$ cat src/hdl/sgce_pkg.sv
// Shared types and constants for the saturated gain constraint evaluator.
package sgce_pkg;

    localparam logic [31:0] STEP_DT_RESET = 32'd4294967;

    localparam logic [1:0] REGION_WITHIN = 2'd0;
    localparam logic [1:0] REGION_BELOW  = 2'd1;
    localparam logic [1:0] REGION_ABOVE  = 2'd2;

    localparam logic signed [63:0] COST_MAX = 64'sh7FFF_FFFF_FFFF_FFFF;
    localparam logic signed [63:0] COST_MIN = 64'sh8000_0000_0000_0000;

    typedef enum logic [1:0] {
        OP_ZERO_GAIN,
        OP_WITHIN,
        OP_SAT
    } sgce_op_t;

    typedef struct packed {
        sgce_op_t          op;
        logic [63:0]       opa;
        logic [31:0]       opb;
        logic              neg;
        logic [30:0]       gain;
        logic signed [31:0] impulse;
        logic [30:0]       hess;
        logic [1:0]        region;
        logic              last;
    } sgce_req_t;

endpackage

$ cat src/hdl/sgce_queue.sv
// Two-entry request queue between front and back.
module sgce_queue import sgce_pkg::*; (
    input  logic      aclk,
    input  logic      aresetn,
    input  logic      push_valid,
    output logic      push_ready,
    input  sgce_req_t push_data,
    output logic      pop_valid,
    input  logic      pop_ready,
    output sgce_req_t pop_data
);

    sgce_req_t  mem_reg [2];
    logic       wr_ptr_reg;
    logic       rd_ptr_reg;
    logic [1:0] count_reg;
    logic       do_push;
    logic       do_pop;

    assign push_ready = (count_reg != 2'd2);
    assign pop_valid  = (count_reg != 2'd0);
    assign pop_data   = mem_reg[rd_ptr_reg];
    assign do_push    = push_valid && push_ready;
    assign do_pop     = pop_valid && pop_ready;

    always_ff @(posedge aclk) begin
        if (do_push) begin
            mem_reg[wr_ptr_reg] <= push_data;
        end
    end

    always_ff @(posedge aclk) begin
        if (!aresetn) begin
            wr_ptr_reg <= 1'b0;
            rd_ptr_reg <= 1'b0;
            count_reg  <= 2'd0;
        end else begin
            if (do_push) wr_ptr_reg <= ~wr_ptr_reg;
            if (do_pop)  rd_ptr_reg <= ~rd_ptr_reg;
            count_reg <= count_reg + {1'b0, do_push} - {1'b0, do_pop};
        end
    end

endmodule

$ cat config.mk
export PLATFORM = sky130hd
export DESIGN_NAME = sgce_queue
export DESIGN_NICKNAME = d
export VERILOG_FILES = /design/src/hdl/sgce_pkg.sv /design/src/hdl/sgce_queue.sv
export SDC_FILE = /design/constraint.sdc
export NUM_CORES = 1
export LEC_CHECK = 0
export BUFFER_PORTS_ARGS = -buffer_cell sky130_fd_sc_hd__buf_2
export CAP_MARGIN = 10
export CORE_ASPECT_RATIO = 0.9
export CORE_MARGIN = 2
export CORE_UTILIZATION = 45
export CTS_BUF_LIST = sky130_fd_sc_hd__clkbuf_16
export DETAILED_ROUTE_END_ITERATION = 7
export PLACE_DENSITY = 0.75
export SLEW_MARGIN = 20
export SYNTH_ARGS = -nofsm -noshare
export SYNTH_HDL_FRONTEND = slang
export SYNTH_SLANG_ARGS = --single-unit
$ cat constraint.sdc
create_clock -name aclk -period 24.6 [get_ports aclk]
set_input_delay 3.69 -clock aclk [delete_from_list [all_inputs] [get_ports aclk]]
set_output_delay 3.69 -clock aclk [all_outputs]
set_load 0.005 [all_outputs]
==> summary.md <==
| Metric | Value |
|---|---|
| Unrepaired setup endpoints after global routing | no |
| Rel. slew slack | 31.00% |
| Num rows | 63 |
| WS Path Type | reg2out |
| Die Ht | 176.9 um |
| Total vias in the final route | 7,412 |
| CP most frequent cell | buf_4 |
| Multiplexer share of the synthesized area | ~18% |
| All-layer global routing usage | 16.40% |
| Delay of the slowest critical-path stage | 0.85 ns |
| First DRT Iteration DRCs | 299 |
| Initial antenna violation count | 9 |
| WL per Instance | 19.55 um |
| Status | completed |
| Clk_lat worst skew | 0.53 ns |
| Startpoint Class | flip-flop |
| Crit-path max FO | 58 |
| Simple-gate share of the synthesized area | less than 1% |
| Htree depth | 2 |
| Setup bufs post-CTS | 0 |
| #FFs+latches synth | 397 |
| Synth area leader | edfxtp_1 |
| Pin count of the biggest net entering global routing | 77 |
| Reg-to-reg startpoint | count_reg[0] |
| Worst Reg-to-Reg Cells | 3 |
| Final hold violations | 0 |
| Synthesized Nets | 836 |
| Root buf cell | clkbuf_16 |
| Unique masters post-synth | 18 |
| Cell area after synthesis | 14,950 sq um |
| CTS buffer count | 40 |
| Placement Setup Slack | ~18 ns |
| Worst-Margin Slew | 1.035 ns |
| First-pass iteration count of the detailed router | 4 |
| Final Util | 56.68% |
| Vias per inst | roughly 5 |
| Mapped Cells | 634 |
| Post-synthesis adder-cell area fraction | less than 1% |
| Initial Util | 45.50% |
| Final worst-path cycle share | 29.15% |
| Final net count | approximately 1,300 |
| DIE AREA | 34,710 sq um |
| Layout area overhead | 24.58% |
| Worst setup EP type | output port |
| Max Clock Skew | between 0.02 and 0.025 ns |
| Top post-synthesis cells by area | edfxtp_1 (79%), mux2_4 (14%), mux2_2 (4.2%) |
| Routed Antenna Nets | 0 |
| Hold_buf cts | 0 |
| Slew Limit Fails | 0 |
| Vias in the first global route | roughly 7,700 |
| Dpl hpwl | slightly above 20,000 um |
| Hold path start | wr_ptr_reg |
| Post-synthesis sequential area ratio | 79.38% |
| Core area | 32,870 sq um |
| Share of layout cells above drive strength 1 | 60.73% |
| Mean Syn Cell Area | 23.59 sq um |
| I/O Buffers | a little under 400 |
| Period minus WS final | between 7 and 8 ns |
| Cell Chain, Critical Path | buf_4, buf_4, mux2_2, buf_2 |
| Min-delay worst type | reg2reg |
| CTS tree | built |
| GRT Residual Overflow | 0 |
| Hold path depth | 2 |
| Synth Area in XOR/XNOR | 0.1757% |
| Post-Route Setup TNS | 0 ns |
| Residual DRC | 0 |
| CTS resizes | 0 |
| First-pass GRT wire length | 42,900 um |
| Longest Clk Path Bufs | 3 |
| R2r setup slk | 21.86 ns |
| Slowest-stage cell, CP | buf_4 |
| Multi-input gate area | between 2000 and 3000 sq um |
| Routed WL | 29,680 um |
| Max-Cap Viols | 0 |
| Critical Path RT | 20.91 ns |
| Maximum VDD drop | 0.06513 mV |
| I/O pin cnt | 398 |
| PwrDens | 101.3 nW/um^2 |
| Final Worst Setup Slack | 17.43 ns |
| Fillers | 2,491 |
| Setup Viol. Count Final | 0 |
| R2r endpoint | mem_reg[1][136] |
| Largest family of logic cells by synthesized area | multiplexers |
| CTS sink count | 397 |
| Hold Path End | wr_ptr_reg |
| Die width | 196.2 um |
| Crit path DAT | around 3.5 ns |
| Yosys warning count | 0 |
| Compound-Gate Fraction of Synth Area | 0.05020% |
| Number of flip-flops in the largest register | approximately 400 |
| Fmax | ~140 MHz |
| Clock transition at path regs | roughly 0.060 ns |
| FF/Latch Area | ~12,000 sq um |
| Share of the synthesized area in the top cell type | 78.71% |
| Gpl congestion | 0.8392 |
| Static Leak | 7.223 nW |
-- worst max path at each step --
stage	from	end	slack, ns
finish	flip-flop	pop_data[46]	17.43
global route	flip-flop	pop_data[46]	17.16
CTS	flip-flop	pop_data[46]	17.34
detailed placement	flip-flop	pop_data[46]	17.91
global placement	flip-flop	pop_data[47]	17.97
floorplan	push_valid	mem_reg[0][0]	11.93
-- synth_stat cells --
cell and count:
edfxtp_1 392, ha_1 2, and3_1 1, nor2b_1 2, or2_2 1, mux2i_1 1
nand2b_1 2, xnor2_1 3, dfxtp_1 5, nand2_1 2, nor2_1 1, buf_2 5
buf_6 17, mux2_2 56, inv_1 1, mux2_4 140, and2_1 2, o21a_1 1
-- layer usage --
layer  track usage (%)  share of wire [%]  wire (um)  vias to the layer above
met4             6.534                3.0        893                        8
met5                 0               0.19         56                        -
li1                  -                  -          -                     3392
met3             6.326                9.1       2707                       69
met2             27.58                 49      14630                      306
met1             19.03                 38      11400                     3637
-- layout make-up --
class / instances / share of cell area (%)
sequential: 397 / 63.74
multi-input combinational: 214 / 15.43
timing repair buffer: 405 / 10.99
clock buffer: 41 / 5.507
tap: 422 / 2.834
clock inverter: 32 / 1.397
antenna: 6 / 0.08059
inverter: 1 / 0.02015
-- kinds of logic (layout without fill, tap and decap cells) --
family                     Yosys count  after routing
AOI/OAI and AO/OA                    1              1
xor gates and xnor gates             3              3
adders and majority gates            2              2
buffers and inverters               23            479
DFF                                397            397
muxes                              197            197
other                                0              6
and+or+nand+nor                     11             11
-- layout by cell type (no fill, tap or decap), types with 2 or more instances in the layout --
cell type and n:
dfxtp_1 4, mux2_4 140, inv_6 3, nand2b_1 2, clkinv_1 11, and2_1 2
clkbuf_16 41, nand2_1 2, edfxtp_1 392, inv_1 6, clkinvlp_4 2, diode_2 6
ha_1 2, xnor2_1 3, nor2b_1 2, buf_4 8, buf_2 397, mux2_2 56
clkinv_2 6, bufinv_16 4
-- through the flow --
step | std cells | total power [mW] | hold slack [ns] | area, sq um
6_report | 1518 | 1.886 | 0.5329 | 18630
5_1_grt | 1516 | 1.970 | 0.5441 | 18630
3_5_place_dp | 1439 | 1.323 | 0.5175 | 17330
2_1_floorplan | 634 | 1.191 | 0.4549 | 14950
3_3_place_gp | 1439 | 1.313 | 0.5034 | 17330
4_1_cts | 1512 | 1.913 | 0.5327 | 18620
-- worst max-delay path, delay by kind of cell, from the launching register on --
family,cells,cell delay [ns]
buffers and inverters,3,1.64
flip-flops,1,0.80
multiplexers,1,0.43
-- power by group --
| group | switching (mW) | internal, mW |
|---|---|---|
| sequential | 0.0342 | 0.852 |
| clock | 0.239 | 0.346 |
| combinational | 0.188 | 0.228 |
Note: power is estimated with default switching activity, not from simulation.
